File: src/mdbc_pkg.sv
// Shared constants, color stops and log table builder for the magnitude dB colormap.
package mdbc_pkg;

  // Input format
  localparam int MAG_W          = 32;
  localparam int MAG_FRAC_BITS  = 24;
  localparam int LOG_TABLE_BITS = 8;
  localparam int ROM_DEPTH      = 1 << LOG_TABLE_BITS;
  localparam int POS_W          = $clog2(MAG_W);

  // Negative log2 in Q16: integer part is the exponent distance to 1.0
  localparam int EXP_W       = $clog2(MAG_FRAC_BITS + 1);
  localparam int LOG_FRAC_W  = 16;
  localparam int NLOG_W      = EXP_W + LOG_FRAC_W;

  // 20*log10(2) in Q16, product shifted down by 24 gives dB in Q8.8
  localparam int                 DB_SCALE_W      = 19;
  localparam logic [DB_SCALE_W-1:0] DB_PER_LOG2_Q16 = DB_SCALE_W'(394566);
  localparam int                 PROD_W          = NLOG_W + DB_SCALE_W;
  localparam int                 PROD_SHIFT      = 24;
  localparam int                 RAW_W           = PROD_W - PROD_SHIFT;

  // Level and loss
  localparam int               LOSS_W   = 15;
  localparam logic [LOSS_W-1:0] LOSS_MAX = LOSS_W'(25600);
  localparam int               LEVEL_W  = 16;

  // Gradient: four quarters of 6400 (Q8.8 of 25 dB)
  localparam int                 SEG_W    = 2;
  localparam int                 POS_IN_W = 13;
  localparam logic [LOSS_W-1:0]  QUARTER  = LOSS_W'(6400);
  localparam int                 CH_W     = 8;
  localparam int                 NUM_CH   = 3;
  localparam int                 MIX_W    = 21;

  // x / 6400 = (x >> 8) / 25, and y / 25 = (y * 20972) >> 19 for y < 43690
  localparam int                 QUO_SHIFT   = 8;
  localparam int                 Y_W         = MIX_W - QUO_SHIFT;
  localparam int                 RECIP_W     = 15;
  localparam logic [RECIP_W-1:0] RECIP_25    = RECIP_W'(20972);
  localparam int                 RECIP_SHIFT = 19;
  localparam int                 QUO_W       = Y_W + RECIP_W;

  // Stops: dark purple, purple, red, orange, yellow; channel order r, g, b
  localparam logic [CH_W-1:0] STOP_RGB [5][NUM_CH] = '{
    '{8'h12, 8'h00, 8'h2B},
    '{8'h3B, 8'h07, 8'h64},
    '{8'hBE, 8'h12, 8'h3C},
    '{8'hF9, 8'h73, 8'h16},
    '{8'hFA, 8'hCC, 8'h15}
  };

  // log2(1 + idx/2^LOG_TABLE_BITS) as 16 fraction bits, by repeated squaring.
  // Evaluated at elaboration only.
  function automatic logic [LOG_FRAC_W-1:0] log_rom_f(input int unsigned idx);
    logic [63:0]           x;
    logic [LOG_FRAC_W-1:0] f;
    x = (64'd1 << 30) + (64'(idx % ROM_DEPTH) << (30 - LOG_TABLE_BITS));
    f = '0;
    for (int k = 0; k < LOG_FRAC_W; k++) begin
      x = (x * x) >> 30;
      f = f << 1;
      if (x >= (64'd2 << 30)) begin
        f[0] = 1'b1;
        x    = x >> 1;
      end
    end
    return f;
  endfunction

endpackage

File: src/mdbc_log.sv
// Four-stage magnitude to dB loss pipeline: leading one, normalize, log table, scale.
module mdbc_log (
  input  logic                          clk_i,
  input  logic                          rst_ni,
  input  logic                          in_valid_i,
  output logic                          in_ready_o,
  input  logic [mdbc_pkg::MAG_W-1:0]    mag_i,
  output logic                          out_valid_o,
  input  logic                          out_ready_i,
  output logic [mdbc_pkg::LOSS_W-1:0]   loss_o
);
  import mdbc_pkg::*;

  logic [3:0] vld_q;
  logic [3:0] en;

  // stage 1: leading one
  logic [MAG_W-1:0] s1_mag_q;
  logic [POS_W-1:0] s1_pos_q, s1_pos_d;
  logic             s1_zero_q;
  // stage 2: normalize
  logic [LOG_TABLE_BITS-1:0] s2_idx_q, s2_idx_d;
  logic [EXP_W-1:0]          s2_exp_q, s2_exp_d;
  logic                      s2_zero_q, s2_big_q, s2_big_d;
  logic [MAG_W-1:0]          norm;
  logic [POS_W:0]            exp_full;
  // stage 3: log table
  logic [NLOG_W-1:0] s3_nlog_q, s3_nlog_d;
  logic              s3_zero_q, s3_big_q;
  logic [LOG_FRAC_W-1:0] rom [ROM_DEPTH];
  // stage 4: scale
  logic [PROD_W-1:0] s4_prod_q, s4_prod_d;
  logic              s4_zero_q, s4_big_q;

  for (genvar i = 0; i < ROM_DEPTH; i++) begin : g_rom
    assign rom[i] = log_rom_f(i);
  end

  always_comb begin
    en[3] = ~vld_q[3] | out_ready_i;
    en[2] = ~vld_q[2] | en[3];
    en[1] = ~vld_q[1] | en[2];
    en[0] = ~vld_q[0] | en[1];
  end
  assign in_ready_o  = en[0];
  assign out_valid_o = vld_q[3];

  always_ff @(posedge clk_i or negedge rst_ni) begin
    if (!rst_ni) begin
      vld_q <= '0;
    end else begin
      if (en[0]) vld_q[0] <= in_valid_i;
      if (en[1]) vld_q[1] <= vld_q[0];
      if (en[2]) vld_q[2] <= vld_q[1];
      if (en[3]) vld_q[3] <= vld_q[2];
    end
  end

  always_comb begin
    s1_pos_d = '0;
    for (int b = 0; b < MAG_W; b++) begin
      if (mag_i[b]) s1_pos_d = POS_W'(b);
    end
  end

  always_comb begin
    norm     = s1_mag_q << (POS_W'(MAG_W - 1) - s1_pos_q);
    s2_idx_d = norm[MAG_W-2 -: LOG_TABLE_BITS];
    s2_big_d = ({1'b0, s1_pos_q} >= (POS_W+1)'(MAG_FRAC_BITS));
    exp_full = (POS_W+1)'(MAG_FRAC_BITS) - {1'b0, s1_pos_q};
    s2_exp_d = exp_full[EXP_W-1:0];
  end

  assign s3_nlog_d = {s2_exp_q, {LOG_FRAC_W{1'b0}}} - {{EXP_W{1'b0}}, rom[s2_idx_q]};
  assign s4_prod_d = PROD_W'(s3_nlog_q) * PROD_W'(DB_PER_LOG2_Q16);

  always_ff @(posedge clk_i) begin
    if (en[0]) begin
      s1_mag_q  <= mag_i;
      s1_pos_q  <= s1_pos_d;
      s1_zero_q <= (mag_i == '0);
    end
    if (en[1]) begin
      s2_idx_q  <= s2_idx_d;
      s2_exp_q  <= s2_exp_d;
      s2_big_q  <= s2_big_d;
      s2_zero_q <= s1_zero_q;
    end
    if (en[2]) begin
      s3_nlog_q <= s3_nlog_d;
      s3_big_q  <= s2_big_q;
      s3_zero_q <= s2_zero_q;
    end
    if (en[3]) begin
      s4_prod_q <= s4_prod_d;
      s4_big_q  <= s3_big_q;
      s4_zero_q <= s3_zero_q;
    end
  end

  // zero floors at -100 dB, >= 1.0 sits at 0 dB, else saturate the loss
  always_comb begin
    if (s4_zero_q) begin
      loss_o = LOSS_MAX;
    end else if (s4_big_q) begin
      loss_o = '0;
    end else if (s4_prod_q[PROD_W-1:PROD_SHIFT] > RAW_W'(LOSS_MAX)) begin
      loss_o = LOSS_MAX;
    end else begin
      loss_o = s4_prod_q[PROD_SHIFT +: LOSS_W];
    end
  end

endmodule

File: src/mdbc_color.sv
// Three-stage gradient mapper: segment split, per-channel blend, divide by 6400.
module mdbc_color (
  input  logic                          clk_i,
  input  logic                          rst_ni,
  input  logic                          in_valid_i,
  output logic                          in_ready_o,
  input  logic [mdbc_pkg::LOSS_W-1:0]   loss_i,
  output logic                          out_valid_o,
  input  logic                          out_ready_i,
  output logic [mdbc_pkg::LEVEL_W-1:0]  level_o,
  output logic [mdbc_pkg::CH_W-1:0]     red_o,
  output logic [mdbc_pkg::CH_W-1:0]     green_o,
  output logic [mdbc_pkg::CH_W-1:0]     blue_o
);
  import mdbc_pkg::*;

  logic [2:0] vld_q;
  logic [2:0] en;

  // stage 5: level, segment, position within segment
  logic [LEVEL_W-1:0]  s5_level_q, s5_level_d;
  logic [SEG_W-1:0]    s5_seg_q, s5_seg_d;
  logic [POS_IN_W-1:0] s5_r_q, s5_r_d;
  logic [LOSS_W-1:0]   u, seg_base, r_full;
  // stage 6: blend numerator a*6400 + (b-a)*r
  logic [LEVEL_W-1:0] s6_level_q;
  logic [MIX_W-1:0]   s6_mix_q [NUM_CH];
  logic [MIX_W-1:0]   s6_mix_d [NUM_CH];
  // stage 7: output register
  logic [LEVEL_W-1:0] s7_level_q;
  logic [CH_W-1:0]    s7_ch_q [NUM_CH];
  logic [CH_W-1:0]    s7_ch_d [NUM_CH];

  always_comb begin
    en[2] = ~vld_q[2] | out_ready_i;
    en[1] = ~vld_q[1] | en[2];
    en[0] = ~vld_q[0] | en[1];
  end
  assign in_ready_o  = en[0];
  assign out_valid_o = vld_q[2];

  always_ff @(posedge clk_i or negedge rst_ni) begin
    if (!rst_ni) begin
      vld_q <= '0;
    end else begin
      if (en[0]) vld_q[0] <= in_valid_i;
      if (en[1]) vld_q[1] <= vld_q[0];
      if (en[2]) vld_q[2] <= vld_q[1];
    end
  end

  // top of range (u = 25600) folds into the last quarter with r = 6400
  always_comb begin
    u = LOSS_MAX - loss_i;
    if (u >= LOSS_W'(3 * 6400)) begin
      s5_seg_d = SEG_W'(3);
      seg_base = LOSS_W'(3 * 6400);
    end else if (u >= LOSS_W'(2 * 6400)) begin
      s5_seg_d = SEG_W'(2);
      seg_base = LOSS_W'(2 * 6400);
    end else if (u >= QUARTER) begin
      s5_seg_d = SEG_W'(1);
      seg_base = QUARTER;
    end else begin
      s5_seg_d = SEG_W'(0);
      seg_base = '0;
    end
    r_full     = u - seg_base;
    s5_r_d     = r_full[POS_IN_W-1:0];
    s5_level_d = LEVEL_W'(0) - {1'b0, loss_i};
  end

  // numerator is never negative: it lies between 6400*a and 6400*b
  always_comb begin
    logic [CH_W-1:0]     a, b;
    logic signed [8:0]   diff;
    logic signed [22:0]  term;
    logic [MIX_W-1:0]    base;
    logic signed [23:0]  mix;
    for (int c = 0; c < NUM_CH; c++) begin
      a    = STOP_RGB[s5_seg_q][c];
      b    = STOP_RGB[{1'b0, s5_seg_q} + 3'd1][c];
      diff = $signed({1'b0, b}) - $signed({1'b0, a});
      term = diff * $signed({1'b0, s5_r_q});
      base = MIX_W'(a) * MIX_W'(QUARTER);
      mix  = $signed({3'b000, base}) + 24'(term);
      s6_mix_d[c] = mix[MIX_W-1:0];
    end
  end

  always_comb begin
    logic [QUO_W-1:0] quo;
    for (int c = 0; c < NUM_CH; c++) begin
      quo        = QUO_W'(s6_mix_q[c][MIX_W-1:QUO_SHIFT]) * QUO_W'(RECIP_25);
      s7_ch_d[c] = quo[RECIP_SHIFT +: CH_W];
    end
  end

  always_ff @(posedge clk_i) begin
    if (en[0]) begin
      s5_level_q <= s5_level_d;
      s5_seg_q   <= s5_seg_d;
      s5_r_q     <= s5_r_d;
    end
    if (en[1]) begin
      s6_level_q <= s5_level_q;
      s6_mix_q   <= s6_mix_d;
    end
    if (en[2]) begin
      s7_level_q <= s6_level_q;
      s7_ch_q    <= s7_ch_d;
    end
  end

  assign level_o = s7_level_q;
  assign red_o   = s7_ch_q[0];
  assign green_o = s7_ch_q[1];
  assign blue_o  = s7_ch_q[2];

endmodule

File: src/magnitude_db_colormap_core.sv
// Top level of the magnitude dB colormap: log pipeline feeding the gradient pipeline.
//
// Usage:
//   s_axis carries one spectral magnitude per transaction (unsigned Q8.24).
//   m_axis returns one transaction per input: level in dB (signed Q8.8,
//   -100..0 dB) and an 8-bit RGB color on a five-stop gradient.
//   Zero magnitude reads as -100 dB; magnitudes at or above 1.0 read as 0 dB.
// Timing:
//   Seven register stages, in order leading one -> normalize -> log table ->
//   dB multiply -> segment split -> channel blend -> divide by 6400; the
//   last one is the output register. One transaction per cycle sustained
//   while m_axis_tready stays high.
// Flow control:
//   Every stage has its own valid bit and advances when its successor is
//   empty or moving, so bubbles collapse. When m_axis stalls, input is still
//   taken until the pipe is full; then s_axis_tready drops. Nothing is lost
//   or repeated across a stall.
// Reset:
//   rst_ni clears all valid bits; no result is pending after reset. The log
//   table is constant, so there is nothing to fill.
module magnitude_db_colormap_core (
  input  logic        clk_i,
  input  logic        rst_ni,
  input  logic        s_axis_tvalid,
  output logic        s_axis_tready,
  input  logic [31:0] s_axis_tdata,   // [31:0] magnitude
  output logic        m_axis_tvalid,
  input  logic        m_axis_tready,
  output logic [39:0] m_axis_tdata    // [15:0] level_db, [23:16] red, [31:24] green,
                                      // [39:32] blue
);
  import mdbc_pkg::*;

  logic              loss_valid;
  logic              loss_ready;
  logic [LOSS_W-1:0] loss;

  logic [LEVEL_W-1:0] level_db;
  logic [CH_W-1:0]    red, green, blue;

  // magnitude -> saturated dB loss (0..25600, Q8.8)
  mdbc_log u_log (
    .clk_i       (clk_i),
    .rst_ni      (rst_ni),
    .in_valid_i  (s_axis_tvalid),
    .in_ready_o  (s_axis_tready),
    .mag_i       (s_axis_tdata[MAG_W-1:0]),
    .out_valid_o (loss_valid),
    .out_ready_i (loss_ready),
    .loss_o      (loss)
  );

  // loss -> level and gradient color; last stage is the output register
  mdbc_color u_color (
    .clk_i       (clk_i),
    .rst_ni      (rst_ni),
    .in_valid_i  (loss_valid),
    .in_ready_o  (loss_ready),
    .loss_i      (loss),
    .out_valid_o (m_axis_tvalid),
    .out_ready_i (m_axis_tready),
    .level_o     (level_db),
    .red_o       (red),
    .green_o     (green),
    .blue_o      (blue)
  );

  assign m_axis_tdata = {blue, green, red, level_db};

endmodule

File: config.mk
export PLATFORM = sky130hd
export DESIGN_NAME = magnitude_db_colormap_core
export DESIGN_NICKNAME = d
export VERILOG_FILES = /design/src/mdbc_pkg.sv /design/src/mdbc_log.sv /design/src/mdbc_color.sv /design/src/magnitude_db_colormap_core.sv
export SDC_FILE = /design/constraint.sdc
export NUM_CORES = 2
export LEC_CHECK = 0
export BUFFER_PORTS_ARGS = -buffer_cell sky130_fd_sc_hd__buf_2
export CAP_MARGIN = 20
export CORE_UTILIZATION = 45
export CTS_CLUSTER_SIZE = 10
export DETAILED_ROUTE_END_ITERATION = 8
export HOLD_SLACK_MARGIN = 0.12
export PLACE_DENSITY = 0.68
export REMOVE_ABC_BUFFERS = 1
export SYNTH_ARGS = -nofsm -noshare
export SYNTH_HDL_FRONTEND = slang
export SYNTH_SLANG_ARGS = --single-unit
File: constraint.sdc
create_clock -name clk_i -period 23.6 [get_ports clk_i]
set_input_delay 4.72 -clock clk_i [delete_from_list [all_inputs] [get_ports clk_i]]
set_output_delay 4.72 -clock clk_i [all_outputs]
set_load 0.01 [all_outputs]
**Yosys cells after proc, flatten, opt, wreduce, memory -nomap -nowiden**

Memory sizes are Yosys's and may differ from the RTL's.
Index checks and enable logic that the tools add are counted.

- Flip-flop bits (word level): 274
- Bits in read-only memories: 4,480
- Input bits: 36
- Output and inout port bits: 42
- Logic and storage cells: 138
- Memories: 3

- $add $sub $neg: 13
- Multiply operators: 10
- $lt $le $gt $ge: 8
- Shift-type cells: 1
- Muxes and demuxes: 44
- Bitwise gates (word level): 17
- Reduce and logical (&&, ||, !) cells: 6

Memories:

| name | words | bits a word | read ports | clocked after Yosys merged registers in | wr ports | RTL line | RTL |
|---|---|---|---|---|---|---|---|
| (name not given) | 256 | 16 | 1 | 0 | 0 | mdbc_log.sv:74 | `assign s3_nlog_d = {s2_exp_q, {LOG_FRAC_W{1'b0}}} - {{EXP_W{1'b0}}, rom[s2_idx_q]};` |
| (name not given) | 8 | 24 | 1 | 0 | 0 | mdbc_color.sv:81 | `a = STOP_RGB[s5_seg_q][c];` |
| (name not given) | 8 | 24 | 1 | 0 | 0 | mdbc_color.sv:82 | `b = STOP_RGB[{1'b0, s5_seg_q} + 3'd1][c];` |

Operators with widths:

| kind | count |
|---|---|
| 2-to-1 mux 24 bit | 4 |
| multiplier 13 x 13 -> 25 bit (second input constant) | 3 |
| 2-to-1 mux 4 bit | 16 |
| adder 21 bit | 3 |
| multiplier 9 x 14 -> 21 bit | 3 |
| 2-to-1 mux 15 bit | 3 |
| multiplier 21 x 18 -> 39 bit (second input constant) | 1 |
| multiplier 8 x 5 -> 13 bit (second input constant) | 3 |
| 2-to-1 mux 13 bit | 3 |
| zero test 32 bit | 1 |
| 2-to-1 mux 16 bit | 2 |
| << shifter 32 x 5 -> 31 bit | 1 |
| subtractor 8 x 8 -> 9 bit | 3 |
| 2-to-1 mux 3 bit | 8 |
| subtractor 21 x 16 -> 21 bit | 1 |
| greater-than comparator 16 x 15 -> 1 bit (second input constant) | 1 |
| OR reduction 16 bit | 1 |
| subtractor 1 x 15 -> 16 bit (first input constant) | 1 |
| greater-or-equal comparator 15 x 13 -> 1 bit (second input constant) | 1 |
| greater-or-equal comparator 15 x 14 -> 1 bit (second input constant) | 1 |
| greater-or-equal comparator 15 bit (second input constant) | 1 |
| subtractor 15 bit (first input constant) | 1 |
| subtractor 13 bit | 1 |
| subtractor 5 bit (first input constant) | 2 |
| 15 further kinds | 34 |

**Longest topological paths before layout**

- Word-level depth: 30
- Gate-level depth with buffers: 27
- Mapped depth without buffers: 25

**Hierarchy**

From an unflattened synthesis, not the netlist that was laid out.

- Cells, all modules: 4,117
- Area, all modules: 39,507.9 sq um

By module, submodules not included:

| module | times used | cells each | area an instance (sq um) | seq. area each (sq um) |
|---|---|---|---|---|
| mdbc_color | 1 | 2,466 | 24,639.9 | 3,618.5 |
| mdbc_log | 1 | 1,651 | 14,868.0 | 2,892.8 |

**Worst setup path before layout**

OpenSTA, ideal clock, no wires.

- Path kind: input-to-output
- Start point: in m_axis_tready
- End point: out s_axis_tready
- Arrival: 7,167 ps
- Data required time: 18,880 ps
- Setup slack: 11,713 ps
- Stages on the path: 4
- Path buffers: 0
- Path through: nor2b_1 nand3_1 nor2_1 nand4_1

- Cells in the longest elaborated chain, start to end: 7

Ends and longest elaborated chain:

| item | RTL line | RTL |
|---|---|---|
| start, declared | magnitude_db_colormap_core.sv:28 | `input logic m_axis_tready,` |
| OR 1 bit | mdbc_color.sv:35 | `en[2] = ~vld_q[2] \| out_ready_i;` |
| OR 1 bit | mdbc_color.sv:36 | `en[1] = ~vld_q[1] \| en[2];` |
| OR 1 bit | mdbc_color.sv:37 | `en[0] = ~vld_q[0] \| en[1];` |
| via loss_ready | magnitude_db_colormap_core.sv:35 | `logic loss_ready;` |
| OR 1 bit | mdbc_log.sv:40 | `en[3] = ~vld_q[3] \| out_ready_i;` |
| OR 1 bit | mdbc_log.sv:41 | `en[2] = ~vld_q[2] \| en[3];` |
| OR 1 bit | mdbc_log.sv:42 | `en[1] = ~vld_q[1] \| en[2];` |
| OR 1 bit | mdbc_log.sv:43 | `en[0] = ~vld_q[0] \| en[1];` |
| end, declared | magnitude_db_colormap_core.sv:25 | `output logic s_axis_tready,` |

The timed path passes the listed nets, and every way through them passes these cells.

**Worst setup path after layout**

Same ends and word-level chain as after synthesis.

==> flow_summary.toml <==
[logic_synthesis]
syn_area_per_cell_um2 = 9.572
synthCells = 4084
synthTopCellsByCount = "972 x inv_1, 633 x ha_1, 506 x fa_1"
ys_seq_area_share_pct = 16.66
synth_seq_cells = 218
yosysTopAreaCell = "fa_1"
yosysTopAreaCellShare_pct = 25.91
synthTopCellsByArea = "fa_1 26%, ha_1 20%, edfxtp_1 16%, inv_1 9.3%, nand2_1 2.4%"
synth_cell_type_count = 100
yosysMostFrequentCell = "inv_1"
synthFlopType = "edfxtp_1"
yosys_warnings = 0
synthArstFlopShare_pct = 3.211
synth_area_um2 = 39090
synth_edf_count = 211

[clock_network]
clk_latency_ns = 0.59
htree_levels = 1
clockRootBuffer = "clkbuf_16"
clk_pin_slew_worst_paths_ns = 0.05
hold_buffers = 0
clockBufferDepth = 3
postCtsSetupBuffers = 0
cts_tree = "yes"
numCtsBuffers = 28
cts_resized = 0
cts.sinks = 218

[timing]
tightest_slew_ns = 1.112
timing.slew.headroom_pct = 23.98
fin_tns_setup_ns = 0
slew_violations = 0
rsz0062_at_grt = "no"
setup_violations = 0
hold_viol_final = 0
fin_crit_sh_pct = 47.14
fmax_ghz = 0.08989
setup_slack_ns = 12.47
skew_ns = 0.01539
period_needed_ns = 11.13

[place]
place_inst = 5188
hpwlAfterDp_um = 73260
numPortBuffers = 77
dp_slack_ns = 12.49
place_congestion = 0.9626

[drt]
wl_per_cell_um = 17.65
route.detailed.drc = 0
antenna_left = 0
vias = 28395
drt_iter0_markers = 2134
finalWirelength_um = 92420
vias_per_cell = 5.424
dr.pass1.iters = 6

[worst_hold_path]
hold_start = "u_log.s3_big_q$_DFFE_PP_"
whs_path_depth = 0
hp-class = "flop to flop"
hold_end = "u_log.s4_big_q$_DFFE_PP_"

[floorplanning]
die_area_um2 = 88050
io_pins = 78
num_rows = 107
initial_utilization_pct = 45.70
core_um2 = 85550
die_width_um = 296.7
die_h_um = 296.7

[worst_setup_path]
reg2reg_from = "u_color.s5_seg_q[0]$_SDFFCE_PP1P_"
cp.arrival_ns = 6.41
critical_path.max_fanout = 39
crit_type = "primary input to output port"
end_kind = "output port"
reg2reg_to = "u_color.s6_mix_q[41]$_DFFE_PP_"
ff2ff_setup_slack_ns = 14.48
start_kind = "primary input"
crit_required_ns = 18.88
r2r_cells = 25

[layout]
nNetsFinal = 5251
diodes = 0
fillers = 7888
fin_cells = 5235
final_util_pct = 48.37
area_delta_synth_final_pct = 5.851
drive_gt1_share_pct = 6.062

[global_route]
grt_pass1_wl_um = 152100
overflow = 0
antenna_found_initial = 1
grt_max_degree = 186
grt_pass1_vias = 29437
grt_usage_pct = 21.28

[run]
drv_cap = 0

[outcome]
status = "finished, final reports clean"
through the flow:
stage          hold WS (ns)  cell area (µm²)
6_report             0.4148            41380
4_1_cts              0.4158            41360
5_1_grt              0.4208            41380
3_5_place_dp         0.4054            40540
2_1_floorplan        0.4003            38390
3_3_place_gp         0.4021            40540
layout make-up:
cell class,count,area (µm²),area share (%)
clock inverter,10,96.34,0.2328
inverter,978,3671,8.872
clock buffer,35,726.9,1.757
tap,1144,1431,3.459
multi-input combinational,2728,28210,68.17
timing repair buffer,122,735.7,1.778
sequential,218,6511,15.74
per-layer routing:
layer	GRT usage, %	routed length [µm]
met1	27.35	38520
met2	36.58	44770
met3	2.845	5711
met4	7.427	3401
met5	0	12
worst max path at each step:
stage	startpoint	endpoint	slack [ns]	depth (start not counted)
global placement	m_axis_tready	s_axis_tready	12.54	8
CTS	m_axis_tready	s_axis_tready	12.48	8
global route	m_axis_tready	s_axis_tready	12.30	8
finish	m_axis_tready	s_axis_tready	12.47	8
detailed placement	m_axis_tready	s_axis_tready	12.49	8
floorplan	m_axis_tready	s_axis_tready	11.71	4
logic make-up (layout without fill, tap and decap cells):
kind of cell | Yosys count | count (layout) | share of synthesized area, %
multiplexers | 72 | 72 | 2.679
adder cells (fa/ha/maj) | 1140 | 1140 | 46.20
XOR/XNOR | 140 | 140 | 3.137
other | 2 | 13 | 0.01921
AO/OA/AOI/OAI | 556 | 556 | 9.864
AND/OR/NAND/NOR | 807 | 807 | 10.15
buffers and inverters | 1149 | 1145 | 11.30
flip-flops | 218 | 218 | 16.66
critical path, stage by stage:
cell and delay, ns:
buf_2 0.09, nor2b_1 0.27, nand3_1 0.11, buf_4 0.25, nor2_1 0.28, nand4_1 0.14
buf_4 0.29, buf_2 0.21
state kept, by name, summed over array words and instances, names as in the netlist, 2 cells and up:
name,flops
u_color.s6_mix_q,39
u_color.level_o,16
u_log.s2_exp_q,5
u_color.s5_r_q,13
u_color.blue_o,8
u_log.s3_nlog_q,21
u_color.s6_level_q,16
u_log.s1_mag_q,31
u_log.s4_prod_q,16
u_log.s1_pos_q,5
u_color.vld_q,3
u_color.s5_level_q,8
u_log.s2_idx_q,8
u_color.green_o,8
u_color.s5_seg_q,2
u_color.red_o,8
u_log.vld_q,4
layout by cell type, fill, tap and decap left out, types with 9 or more instances in the layout:
| cell type | count |
|---|---|
| inv_1 | 971 |
| nand2b_1 | 49 |
| xor2_1 | 44 |
| fa_1 | 506 |
| nor2_1 | 168 |
| a31oi_1 | 25 |
| conb_1 | 13 |
| o31ai_1 | 20 |
| nor2b_1 | 33 |
| and3_1 | 18 |
| a311oi_1 | 16 |
| o311ai_0 | 20 |
| nand3_1 | 55 |
| o21a_1 | 16 |
| mux4_2 | 23 |
| mux2_2 | 18 |
| nor3_1 | 64 |
| or3_1 | 27 |
| a211o_1 | 11 |
| or2_2 | 23 |
| o21ai_0 | 90 |
| clkbuf_16 | 28 |
| a21o_1 | 33 |
| edfxtp_1 | 211 |
| a211oi_1 | 33 |
| xnor2_1 | 96 |
| nand2_1 | 249 |
| nor3b_1 | 10 |
| o211ai_1 | 32 |
| mux2i_1 | 30 |
| buf_2 | 77 |
| a21oi_1 | 128 |
| ha_1 | 633 |
| and2_1 | 61 |
| clkinv_1 | 9 |
| nor4_1 | 13 |
| buf_4 | 44 |
| nand4_1 | 10 |
Power is left out: the tool's default activity adds up to more than one toggle a clock period on the data nets, which glitch-free logic cannot reach.
